## src/hdl/alu8f_pkg.sv

```systemverilog
// ----------------------------------------------------------------------------
// alu8f_pkg
// Operation codes and word types shared by the eight-bit ALU unit.
// ----------------------------------------------------------------------------
package alu8f_pkg;

  typedef enum logic [3:0] {
    OP_ADD  = 4'd0,
    OP_SUB  = 4'd1,
    OP_CMP  = 4'd2,
    OP_AND  = 4'd3,
    OP_OR   = 4'd4,
    OP_XOR  = 4'd5,
    OP_SHL  = 4'd6,
    OP_SHR  = 4'd7,
    OP_ROL  = 4'd8,
    OP_ROR  = 4'd9,
    OP_INC  = 4'd10,
    OP_DEC  = 4'd11,
    OP_BIT  = 4'd12,
    OP_LOAD = 4'd13
  } op_t;

  typedef struct packed {
    logic [3:0] op;
    logic [7:0] reg_value;
    logic [7:0] operand;
    logic       carry_in;
    logic       overflow_in;
    logic       negative_in;
    logic       zero_in;
  } alu_in_t;

  typedef struct packed {
    logic [7:0] result;
    logic       negative_out;
    logic       zero_out;
    logic       carry_out;
    logic       overflow_out;
  } alu_out_t;

  localparam int unsigned IN_W  = $bits(alu_in_t);
  localparam int unsigned OUT_W = $bits(alu_out_t);

endpackage

```

## src/hdl/alu8f_stage.sv

```systemverilog
// ----------------------------------------------------------------------------
// alu8f_stage
// One pipeline register with valid and stall; passes stall upstream only
// when it holds a word that cannot move on.
// ----------------------------------------------------------------------------
module alu8f_stage #(
  parameter int unsigned W = 8
) (
  input  logic         clk,
  input  logic         rst,
  input  logic         up_valid,
  output logic         up_stall,
  input  logic [W-1:0] up_data,
  output logic         dn_valid,
  input  logic         dn_stall,
  output logic [W-1:0] dn_data
);

  logic         valid;
  logic [W-1:0] data;

  assign up_stall = valid & dn_stall;
  assign dn_valid = valid;
  assign dn_data  = data;

  always_ff @(posedge clk) begin
    if (rst) begin
      valid <= 1'b0;
    end else if (!up_stall) begin
      valid <= up_valid;
    end
  end

  // hold the word while stalled
  always_ff @(posedge clk) begin
    if (!up_stall && up_valid) begin
      data <= up_data;
    end
  end

endmodule

```

## src/hdl/alu8f_core.sv

```systemverilog
// ----------------------------------------------------------------------------
// alu8f_core
// Combinational byte datapath: adders, logic and shift unit, flag update.
// ----------------------------------------------------------------------------
module alu8f_core (
  input  alu8f_pkg::alu_in_t  din,
  output alu8f_pkg::alu_out_t dout
);
  import alu8f_pkg::*;

  logic [7:0] r;
  logic [7:0] m;
  logic [7:0] m_add;
  logic [8:0] sum;
  logic [8:0] diff;
  logic [7:0] res;
  logic       n;
  logic       z;
  logic       c;
  logic       v;
  logic       nz;

  assign r     = din.reg_value;
  assign m     = din.operand;
  assign m_add = (din.op == OP_SUB) ? ~m : m;
  assign sum   = {1'b0, r} + {1'b0, m_add} + {8'd0, din.carry_in};
  // bit 8 set means no borrow, i.e. r >= m
  assign diff  = {1'b0, r} + {1'b0, ~m} + 9'd1;

  always_comb begin
    res = r;
    n   = din.negative_in;
    z   = din.zero_in;
    c   = din.carry_in;
    v   = din.overflow_in;
    nz  = 1'b1;
    case (din.op)
      OP_ADD, OP_SUB: begin
        res = sum[7:0];
        v   = (r[7] ^ sum[7]) & (m_add[7] ^ sum[7]);
        c   = sum[8];
      end
      OP_CMP: begin
        z  = (r == m);
        c  = diff[8];
        n  = diff[7];
        nz = 1'b0;
      end
      OP_AND:  res = r & m;
      OP_OR:   res = r | m;
      OP_XOR:  res = r ^ m;
      OP_SHL: begin
        c   = m[7];
        res = {m[6:0], 1'b0};
      end
      OP_SHR: begin
        c   = m[0];
        res = {1'b0, m[7:1]};
      end
      OP_ROL: begin
        c   = m[7];
        res = {m[6:0], din.carry_in};
      end
      OP_ROR: begin
        c   = m[0];
        res = {din.carry_in, m[7:1]};
      end
      OP_INC:  res = m + 8'd1;
      OP_DEC:  res = m - 8'd1;
      OP_BIT: begin
        n  = m[7];
        v  = m[6];
        z  = ((m & r) == 8'd0);
        nz = 1'b0;
      end
      OP_LOAD: res = m;
      default: begin
        // unused codes: pass register and flags through
        nz = 1'b0;
      end
    endcase
    if (nz) begin
      n = res[7];
      z = (res == 8'd0);
    end
  end

  assign dout.result       = res;
  assign dout.negative_out = n;
  assign dout.zero_out     = z;
  assign dout.carry_out    = c;
  assign dout.overflow_out = v;

endmodule

```

## src/hdl/eight_bit_alu_with_flags_unit.sv

```systemverilog
// ----------------------------------------------------------------------------
// eight_bit_alu_with_flags_unit
// Eight-bit ALU with N, Z, C and V flags, binary mode, two register stages.
// ----------------------------------------------------------------------------
// Usage:
//   Operation channel (op_valid / op_stall / op_word) carries the operation
//   code, register value, operand byte and the current flags. Result channel
//   (res_valid / res_stall / res_word) returns the result byte and new flags.
//   A word is taken at a clock edge with valid high and stall low.
// Path: a word taken by the input register passes the core into the result
//   register and then appears on res_word; one result per input word.
// Throughput: one word per cycle while res_stall is low, set by the single-pass
//   byte datapath between the input register and the result register.
// Stall: with res_stall high the result register holds its word; the input
//   register keeps taking words until it too is full, then op_stall rises.
// Reset: rst (synchronous) empties both registers; op_stall is low and
//   res_valid is low in the cycle after reset.
// ----------------------------------------------------------------------------
module eight_bit_alu_with_flags_unit (
  input  logic                clk,
  input  logic                rst,
  input  logic                op_valid,
  output logic                op_stall,
  input  alu8f_pkg::alu_in_t  op_word,
  output logic                res_valid,
  input  logic                res_stall,
  output alu8f_pkg::alu_out_t res_word
);
  import alu8f_pkg::*;

  logic             mid_valid;
  logic             mid_stall;
  logic [IN_W-1:0]  mid_data;
  alu_in_t          core_in;
  alu_out_t         core_out;
  logic [OUT_W-1:0] res_data;

  alu8f_stage #(.W(IN_W)) u_in_reg (
    .clk      (clk),
    .rst      (rst),
    .up_valid (op_valid),
    .up_stall (op_stall),
    .up_data  (op_word),
    .dn_valid (mid_valid),
    .dn_stall (mid_stall),
    .dn_data  (mid_data)
  );

  assign core_in = alu_in_t'(mid_data);

  alu8f_core u_core (
    .din  (core_in),
    .dout (core_out)
  );

  alu8f_stage #(.W(OUT_W)) u_out_reg (
    .clk      (clk),
    .rst      (rst),
    .up_valid (mid_valid),
    .up_stall (mid_stall),
    .up_data  (core_out),
    .dn_valid (res_valid),
    .dn_stall (res_stall),
    .dn_data  (res_data)
  );

  assign res_word = alu_out_t'(res_data);

endmodule

```

## config.mk

```make
export PLATFORM = sky130hd
export DESIGN_NAME = eight_bit_alu_with_flags_unit
export DESIGN_NICKNAME = d
export VERILOG_FILES = /design/src/hdl/alu8f_pkg.sv /design/src/hdl/alu8f_stage.sv /design/src/hdl/alu8f_core.sv /design/src/hdl/eight_bit_alu_with_flags_unit.sv
export SDC_FILE = /design/constraint.sdc
export NUM_CORES = 1
export LEC_CHECK = 0
export ABC_AREA = 1
export BUFFER_PORTS_ARGS = -buffer_cell sky130_fd_sc_hd__buf_2
export CORE_MARGIN = 8
export CORE_UTILIZATION = 35
export DETAILED_ROUTE_END_ITERATION = 16
export HOLD_SLACK_MARGIN = 0.02
export PLACE_DENSITY = 0.5
export SLEW_MARGIN = 20
export SYNTH_ARGS = -nofsm -noshare
export SYNTH_HDL_FRONTEND = slang
export SYNTH_SLANG_ARGS = --single-unit
export TNS_END_PERCENT = 1
```

## constraint.sdc

```tcl
create_clock -name clk -period 3.3 [get_ports clk]
set_clock_uncertainty 0.1 [all_clocks]
set_input_delay 0.495 -clock clk [delete_from_list [all_inputs] [get_ports clk]]
set_output_delay 0.495 -clock clk [all_outputs]
set_load 0.01 [all_outputs]
```

# Word-level counts from Yosys, hierarchy flattened
# Cells that the tools add are included.
[word_totals] regBits=38 inputBits=28 output_inout_bits=14 elab_cells=53
[classes] addsub=6 n_eq_ne=14 mux=9 n_bitwise=9 reduce_logical=11
[ops] operator="one-hot mux 8 bit (11 select lines)" count=1
[ops] operator="equality test 4 bit, second input constant" count=6
[ops] operator="adder 8 x 8 -> 9 bit" count=2
[ops] operator="equality test 4 x 3 -> 1 bit, second input constant" count=4
[ops] operator="logical NOT 8 bit" count=2
[ops] operator="OR reduction 12 bit" count=1
[ops] operator="adder 9 x 1 -> 9 bit" count=1
[ops] operator="adder 9 x 1 -> 9 bit, second input constant" count=1
[ops] operator="adder 8 x 1 -> 8 bit, second input constant" count=1
[ops] operator="AND 8 bit" count=1
[ops] operator="equality test 4 x 2 -> 1 bit, second input constant" count=2
[ops] operator="equality test 8 bit" count=1
[ops] operator="2-to-1 mux 8 bit" count=1
[ops] operator="NOT 8 bit" count=1
[ops] operator="bitwise OR 8 bit" count=1
[ops] operator="subtractor 8 x 1 -> 8 bit, second input constant" count=1
[ops] operator="bitwise XOR 8 bit" count=1
[ops] operator="one-hot mux 1 bit (2 select lines)" count=3
[ops] operator="OR reduction 2 bit" count=3
[ops] operator="equality test 4 x 1 -> 1 bit, second input constant" count=1
[ops] operator="logical NOT 4 bit" count=1
[ops] operator="one-hot mux 1 bit (4 select lines)" count=1
[ops] operator="AND 1 bit" count=3
[ops] operator="2-to-1 mux 1 bit" count=3
[ops] operator="3 further kinds" count=6

# Longest topological paths before layout
# Gate-level depths: netlist (run 1).
[logic_depth] ltp_word=7 mapped_depth=20 ltp_nobuf=19

# Hierarchy
# A second synthesis (run 1) with hierarchy kept.
[hier_totals] hier_cells=447 area_unflattened_um2=3273.1
[modules_own_cells] module="alu8f_core" instances=1 cells_per_inst=399 area_per_inst_um2=2094.5 seq_area_each_um2=0.0
[modules_own_cells] module="alu8f_stage (u_in_reg)" instances=1 cells_per_inst=30 area_per_inst_um2=769.5 seq_area_each_um2=740.7
[modules_own_cells] module="alu8f_stage (u_out_reg)" instances=1 cells_per_inst=18 area_per_inst_um2=409.1 seq_area_each_um2=380.4

# Worst setup path after synthesis (run 1)
# OpenSTA, ideal clock, no wires.
[synth_timing] kind="register -> register" startpoint="register u_in_reg.data[21], in the netlist u_in_reg.dn_data[21]" endpoint="register u_out_reg.data[2], in the netlist u_out_reg.dn_data[2] (data pin)" setup_ns=0.130 arrival_time_ns=2.647 required_time_ns=3.070 setup_slack_ns=0.423 stages_incl_launch_ff=19 n_path_buf=0 synth_period_minus_slack_ns=2.877 cell_sequence="edfxtp_1 inv_2 nand2_2 inv_2 nand2_2 xor2_1 fa_1 inv_1 fa_1 nand2_1 nand2_1 nand3b_1 nor2_1 nand2_1 nor2_1 nand2_1 nor2_1 nand4_1 nand2_1"
[synth_lines] element="start, declared" line_no="alu8f_stage.sv:20" source="logic [W-1:0] data;"
[synth_lines] element="start signal, assigned" line_no="alu8f_stage.sv:37" source="data <= up_data;"
[synth_lines] element="end signal, assigned" line_no="alu8f_stage.sv:37"
[synth_lines] element="end, declared" line_no="alu8f_stage.sv:20"

==> run summary, run 1 <==
The first detailed-routing pass ran for 4 iterations. Kind of path behind the tightest hold check: input port to flip-flop. The run gives 627 as the total instance count after detailed placement. The tools report the sort of element at the start of the critical path as a flip-flop.

The highest-utilization routing layer at the global route stage was met2. Number of port buffers: 41. The transition time at the pin with the least slew margin is 0.909 ns, and the number of post-CTS setup repair buffers is 0. The first global-routing pass estimated 15,800 microns of wire. Maximum number of pins on one net before global-route repair: 25. For the worst-skew pair, the clock arrives at the later sink with an insertion delay of 0.30 ns. The number of distinct library cell variants in the gate-level netlist after synthesis is 39, and the data arrival time of the worst path is 2.91 ns. The design draws 1.31 mW.

The number of nets handed over by synthesis was 518. Summed over all failing endpoints, the final setup total negative slack is 0 ns. The count of inserted antenna diode cells is 0, and the per-instance average area after synthesis is 7.34 sq um.

The worst max-slew margin expressed relative to the limit was 0.393. After detailed routing, the average wire length per cell comes to 15.2 microns. The tools report the capturing element type of the critical path as a flip-flop. In this run the static leakage power is 1.86 nW.

For the number of global-route vias before repair, the log shows 3,140. The top cell type by total area after synthesis was edfxtp_1. The H-tree generated during clock tree synthesis spans 2 levels. The total CTS buffers was 5; the sequential-to-total area share from yosys stat was 0.335.

The logs give 0.254 for the global-route track usage on met2 and 0.00335 sq mm for the summed instance area of the synthesized netlist. Counting instances in the post-synthesis netlist gives the leading cell types as 128 x nand2_1, 66 x inv_1, 48 x nor2_1. For the starting density of the core, the log shows 0.362. The count of nets after finishing was 567. For this design, the slowest cell found on the critical path is edfxtp_1. The async set or reset register ratio after synthesis was 0; the number of nets still failing antenna checks after routing was 0. Along the worst path, the maximum fanout reaches 7. The run finished with clean final reports. At the end of routability-driven placement, the weighted congestion stood at 0.888. The detail-routed via count per cell was 4.91; the number of synthesis warnings was 0.

The layout cell share with drive strength beyond 1 is 0.150, and the number of clock sinks is 38. After synthesis, the cell types taking the most area are edfxtp_1 32%, nand2_1 14%, ha_1 12%, inv_1 7.4%, nor2_1 5.4%. The global routing met3 resource utilization came out at 0.0259. In this design, the stage delay of the slowest critical-path cell is 0.46 ns. In this run, synthesis inferred 36 flip-flops with an integrated enable. Row generation in the floorplan step produced 35 rows. The final critical-path share of the clock period is 0.890. The clock transition at the registers of the reported paths works out to 0.09 ns. The power density over the cells is 343 mW/mm^2, and the signed area change from the synthesized netlist to the final layout is 14.2%.

The die covers 0.0129 sq mm. The cell that appears most often on the critical path is nand2_1. The main flop type after synthesis is edfxtp_1. Based on the critical path, the design can be clocked at up to 340 MHz. The run gives 0.00924 sq mm as the placeable core region. The worst setup path is of the flip-flop to flip-flop kind. For the finished layout, the period the worst path requires is 2.94 ns. In this run, synthesis produced a sequential element count of 38. The share of the synthesized area in the top cell type came out at 0.323.

Number of failing hold endpoints at the final stage: 0. Top-level port count: 42. The logs give 0.201 for the met1 track utilization from global routing and 0.174 mV for the peak supply drop. Summed over all layers, the global routing overflow is 0. Setup repair after global routing left no endpoint under its margin.

The number of gates resized after CTS was 0. For this block, the via count after detailed routing is 3,118. The critical path goes through nand2_2 -> inv_2 -> nand2_2 -> buf_4 -> xor2_1 -> inv_1 -> ha_1 -> a21oi_1 -> or2_2 -> nand4_1 -> nand2_1 -> nor2_1 -> nor2_1 -> nand2_1 -> nand2_1 -> nand4_1 -> nand2_1. The run gives 3.27 ns as the worst path required time. The master cell of the clock root buffer was clkbuf_8. The first-iteration detailed-routing DRC count was 164; the count of final max-slew check failures was 0.

The longest clock path from root to sink contains 2 buffers. For the gate count of the mapped netlist, the log shows 456. Number of standard cells in the final layout excluding fillers: 635.

TritonCTS built the clock tree. The logs give 0 for the number of antenna violations at the first check in global routing and 0 for the number of failing setup endpoints in the final timing report. The logs give 0 for the max-cap violation count and 0 for the DRC violation count after routing.

Buffers inserted to repair hold after CTS numbered 0. Detailed placement finished with a half-perimeter wire length of 7820 microns. Summed over all layers, the routed wires come to 9640 microns. The die is 114 microns tall. The overall routing resource usage was 0.156. The die is 114 microns wide. The most common cell in the synthesized netlist is nand2_1. The count of filler cells inserted in the layout came out at 975.
[layout make-up]
cell class | count | area [sq um] | share of cell area
multi-input combinational | 342 | 1930 | 0.504
sequential | 38 | 1120 | 0.293
inverter | 70 | 264 | 0.0691
timing repair buffer | 48 | 258 | 0.0675
tap | 129 | 161 | 0.0423
clock buffer | 5 | 68.8 | 0.0180
clock inverter | 3 | 20.0 | 0.00524
[critical path, delay by kind of cell (launching register included)]
family	cells	cell delay [ns]
and+or+nand+nor	11	1.20
DFF	1	0.46
adders and majority gates	1	0.38
buffers and inverters	3	0.29
xor gates and xnor gates	1	0.16
AOI/OAI and AO/OA	1	0.11
[worst paths after layout]
check                                          to  depth (start not counted)                      startpoint  slack [ns]
hold / removal      u_in_reg.dn_data[8]$_DFFE_PP_                          1                      op_word[8]        0.26
setup reg to reg   u_out_reg.dn_data[2]$_DFFE_PP_                         17  u_in_reg.dn_data[20]$_DFFE_PP_        0.36
hold reg to reg   u_out_reg.dn_valid$_SDFFE_PP0N_                          2  u_in_reg.dn_valid$_SDFFE_PP0N_        0.38
setup / recovery   u_out_reg.dn_data[2]$_DFFE_PP_                         17  u_in_reg.dn_data[20]$_DFFE_PP_        0.36
[placed cells by master, fill, tap and decap left out, types with 2 or more instances in the layout]
cell | netlist | routed
o21ai_1 | 3 | 3
o21ai_0 | 12 | 12
o211ai_1 | 4 | 4
inv_2 | 3 | 3
nand2_2 | 6 | 6
dfxtp_1 | 2 | 2
or2_2 | 2 | 2
a21oi_1 | 15 | 15
clkbuf_8 | 0 | 5
a31oi_1 | 3 | 3
nand2_1 | 128 | 128
o21a_1 | 3 | 3
xnor2_1 | 3 | 3
a21oi_2 | 3 | 3
xor2_1 | 9 | 9
nand3b_1 | 3 | 3
buf_2 | 0 | 41
edfxtp_1 | 36 | 36
inv_1 | 66 | 66
nor4_1 | 3 | 3
nor2_1 | 48 | 48
nand3_1 | 34 | 34
nand4_1 | 13 | 13
ha_1 | 32 | 32
buf_4 | 1 | 7
a41oi_1 | 3 | 3
o22ai_1 | 2 | 2
nor2_2 | 2 | 2
fa_1 | 2 | 2
[metrics by stage]
stage          instance area (sq um)  worst slack (ns)   util  hold slack (ns)
2_1_floorplan                   3350             0.423      -            0.350
3_3_place_gp                    3730             0.404  0.404            0.362
5_1_grt                         3820            0.0960  0.413            0.248
3_5_place_dp                    3730             0.369  0.404            0.368
6_report                        3820             0.363  0.413            0.257
4_1_cts                         3820             0.339  0.413            0.247
[metal layers]
metal | vias to the layer above | part of all wire
met3 | 14 | 0.055
met4 | 0 | 0.024
met5 | - | 0
met2 | 84 | 0.45
li1 | 1601 | -
met1 | 1419 | 0.47
[flip-flops by register name (all words and copies together) (netlist names)]
signal              count
u_out_reg.dn_data      12
u_in_reg.dn_valid       1
u_out_reg.dn_valid      1
u_in_reg.dn_data       24
[where the power goes]
part / internal (mW) / switching (mW)
sequential: 0.567 / 0.0284
combinational: 0.135 / 0.233
clock: 0.149 / 0.196
total: 0.851 / 0.458
[logic make-up after synthesis]
family | Yosys count | share of synthesized area
AO/OA/AOI/OAI | 52 | 0.0961
adder cells (fa/ha/maj) | 34 | 0.132
flip-flops | 38 | 0.335
XOR/XNOR | 12 | 0.0314
buffers and inverters | 76 | 0.0890
AND/OR/NAND/NOR | 244 | 0.317
No activity file was read; power rests on OpenSTA's default activity.
==> inputs of run 2 (changes only) <==
--- a/config.mk
+++ b/config.mk
@@ -7,11 +7,13 @@
 export LEC_CHECK = 0
 export ABC_AREA = 1
 export BUFFER_PORTS_ARGS = -buffer_cell sky130_fd_sc_hd__buf_2
+export CELL_PAD_IN_SITES_DETAIL_PLACEMENT = 0
+export CELL_PAD_IN_SITES_GLOBAL_PLACEMENT = 1
 export CORE_MARGIN = 8
 export CORE_UTILIZATION = 35
 export DETAILED_ROUTE_END_ITERATION = 16
 export HOLD_SLACK_MARGIN = 0.02
-export PLACE_DENSITY = 0.5
+export PLACE_DENSITY = 0.65
 export SLEW_MARGIN = 20
 export SYNTH_ARGS = -nofsm -noshare
 export SYNTH_HDL_FRONTEND = slang
==> run summary, run 2 (synthesis results as in run 1) <==
The worst hold path belongs to the class input port to flip-flop. The clock transition at the registers of the reported paths was 0.08 ns (about the same). The layout cell share with drive strength beyond 1 is 0.154 (+0.00365), and the length of the first detailed-routing pass in iterations is 7 (+3). The logs give 0.863 (-2.8%) for the last weighted congestion value of the routability-driven placer and 0 (unchanged) for the number of failing hold endpoints at the final stage.

Sort of element at the start of the critical path: a flip-flop. The run gives 3,133 (-0.22%) as the number of global-route vias before repair. Most common cell after layout, fill and taps aside: nand2_1. The largest fanout on the critical path came out at 5 (-2). The tools report the total of hold buffers inserted after clock tree synthesis as 0 (unchanged).

The switching share of power was 0.338 (-0.0119); the number of flip-flops under the largest register name was 24 (unchanged). The startpoint of the tightest hold check path is rst. The worst setup path is of the flip-flop to flip-flop kind.

The capturing element type of the critical path was a flip-flop. The post-route setup TNS is 0 ns (unchanged). The part of the total power dissipated in combinational logic is 0.284 (+0.003).

The tools report the worst max-slew margin expressed relative to the limit as 0.411 (+0.0176). The horizontal extent of the die is 114 microns (unchanged), and the data arrival time of the worst path is 3.13 ns (+0.22 ns). For the number of cell rows, the log shows 35 (unchanged). The routed length per instance works out to 15.3 microns (+0.57%). The tools report the count of filler cells inserted in the layout as 1,001 (+2.7%). The master cell of the clock root buffer is clkbuf_8. The run gives 0 (unchanged) as the number of gates given a new drive strength after cts. The H-tree depth is 2 (unchanged), and the count of final max-slew check failures is 0 (unchanged). The clock power share was 0.264 (about the same). The logs give 0 (unchanged) for the sum of overflow across all layers after global routing and 872 uW (+2.4%) for the design internal power. In this run the critical register-to-register path is launched from u_in_reg.dn_data[22]$_DFFE_PP_. The detail-routed via count per cell works out to 4.89 (-0.38%).

The final critical-path share of the clock period is 0.928 (+0.0378). TritonCTS built the clock tree. The flow ran to the end, and the final reports show no timing, DRC or antenna violations.

The first-pass GRT wire length was 15,900 microns (+0.39%); the fmax was 327 MHz (-4.1%). The run gives 445 uW (-2.9%) as the power dissipated by switching net loads. Final period demand of the worst path: 3.06 ns (+0.125 ns). For the wire length reported by the detailed router, the log shows 9710 microns (+0.73%). The count of inserted antenna diode cells came out at 0 (unchanged). The HPWL after detailed placement is 8100 microns (+3.7%), and the starting density of the core is 0.362 (unchanged).

The total CTS buffers was 5 (unchanged). The number of port buffers works out to 41 (unchanged). The count of nets after finishing was 568 (+0.18%).

The DRC violation count after routing was 0 (unchanged). The floorplan die area was 0.0129 sq mm (unchanged). The run gives 0.00924 sq mm (unchanged) as the placeable core region. For the number of antenna violations at the first check in global routing, the log shows 0 (unchanged). The run gives 0 (unchanged) as the max-cap violation count.

Setup repair after global routing left no endpoint under its margin. The tools report the maximum number of pins on one net before global-route repair as 25 (unchanged). The tools report the static leakage as 1.87 nW (+0.51%).

The power density over the cells came out at 343 mW/mm^2 (+0.20%). The logs give 0.156 (+0.000447) for the overall routing resource usage and 0.163 mV (-6.6%) for the peak supply drop. The signed area change from the synthesized netlist to the final layout is 14.6%, and the multi-input logic area is 0.00193 sq mm (unchanged). In the layout the commonest cells are 128 x nand2_1, 66 x inv_1, 48 x nor2_1. The number of failing setup endpoints in the final timing report is 0 (unchanged). For the clock network latency to the later pin of the worst-skew pair, the log shows 0.29 ns (about the same). The sequential cell area was 0.00112 sq mm (unchanged); the die outline height was 114 microns (unchanged).

The tools report the maximum clock path buffer count as 2 (unchanged). The start point of the critical path is u_in_reg.dn_data[22]$_DFFE_PP_. The first-iteration detailed-routing DRC count was 271 (+65%); the number of clock sinks was 38 (unchanged). The transition time at the pin with the least slew margin is 0.882 ns (-0.0264 ns).

The logs give 0.265 ns (+0.00740 ns) for the final worst hold slack and 0 (unchanged) for the number of post-CTS setup repair buffers. The via total after detailed routing is 3,111 (-0.22%), and the number of nets still failing antenna checks after routing is 0 (unchanged). The run gives 0.451 (-0.004) as the sequential group share of total power. The top-level port count is 42 (unchanged). Worst path required time: 3.37 ns (+0.10 ns).
[run 2: cell types whose count changed in the layout (fill, tap and decap cells not counted)]
cell / before / now
buf_4: 7 / 8
clkbuf_8: 5 / 6
clkinv_1: 1 / 0
clkinv_2: 1 / 2
inv_6: 1 / 0
[run 2: cell type report]
| cell class | count | share of cell area |
|---|---|---|
| Sequential cell | 38 | 0.292 |
| Tap cell | 129 | 0.0421 |
| Inverter | 70 | 0.0689 |
| Clock buffer | 6 | 0.0215 |
| Multi-Input combinational cell | 342 | 0.503 |
| Clock inverter | 2 | 0.00326 |
| Timing Repair Buffer | 49 | 0.0692 |
[run 2: final timing paths]
| check | end | slack (ns) | depth (start not counted) |
|---|---|---|---|
| min | u_in_reg.dn_valid$_SDFFE_PP0N_ | 0.26 | 2 |
| max | u_out_reg.dn_data[2]$_DFFE_PP_ | 0.24 | 16 |
| min reg2reg | u_out_reg.dn_valid$_SDFFE_PP0N_ | 0.38 | 2 |
| max reg2reg | u_out_reg.dn_data[2]$_DFFE_PP_ | 0.24 | 16 |
[run 2: power by group through the flow]
stage	sequential [mW]	clock (mW)	combinational, mW
finish	0.594	0.348	0.374
global route	0.599	0.378	0.427
CTS	0.595	0.362	0.375
detailed placement	0.606	0	0.374
global placement	0.605	0	0.375
floorplan	0.603	0	0.255
[run 2: per-layer routing]
metal,share of wire,vias up,GRT usage
met5,0,-,0
met4,0.015,0,0.0444
met3,0.053,9,0.0275
met2,0.47,90,0.264
met1,0.46,1413,0.199
li1,-,1599,-
[run 2: worst max-delay path, cell delays in order (launching register included)]
cell      delay (ns)
edfxtp_1        0.50
nor2_2          0.27
nand2_2         0.10
xor2_1          0.16
fa_1            0.36
inv_1           0.12
fa_1            0.42
nand2_1         0.08
nand2_1         0.07
nand3b_1        0.15
nor2_1          0.15
nand2_1         0.06
nor2_1          0.11
nand2_1         0.06
nor2_1          0.09
nand4_1         0.09
nand2_1         0.06
[run 2: through the flow]
stage / power, mW / setup WS [ns] / instances / instance area [sq um] / utilization
after CTS: 1.33 / 0.250 / 636 / 3830 / 0.415
after detailed placement: 0.979 / 0.281 / 628 / 3740 / 0.405
after global routing: 1.40 / 0.0341 / 636 / 3830 / 0.415
after global placement: 0.980 / 0.365 / 628 / 3740 / 0.405
after floorplan: 0.858 / 0.423 / 456 / 3350 / -
final: 1.32 / 0.239 / 636 / 3830 / 0.415
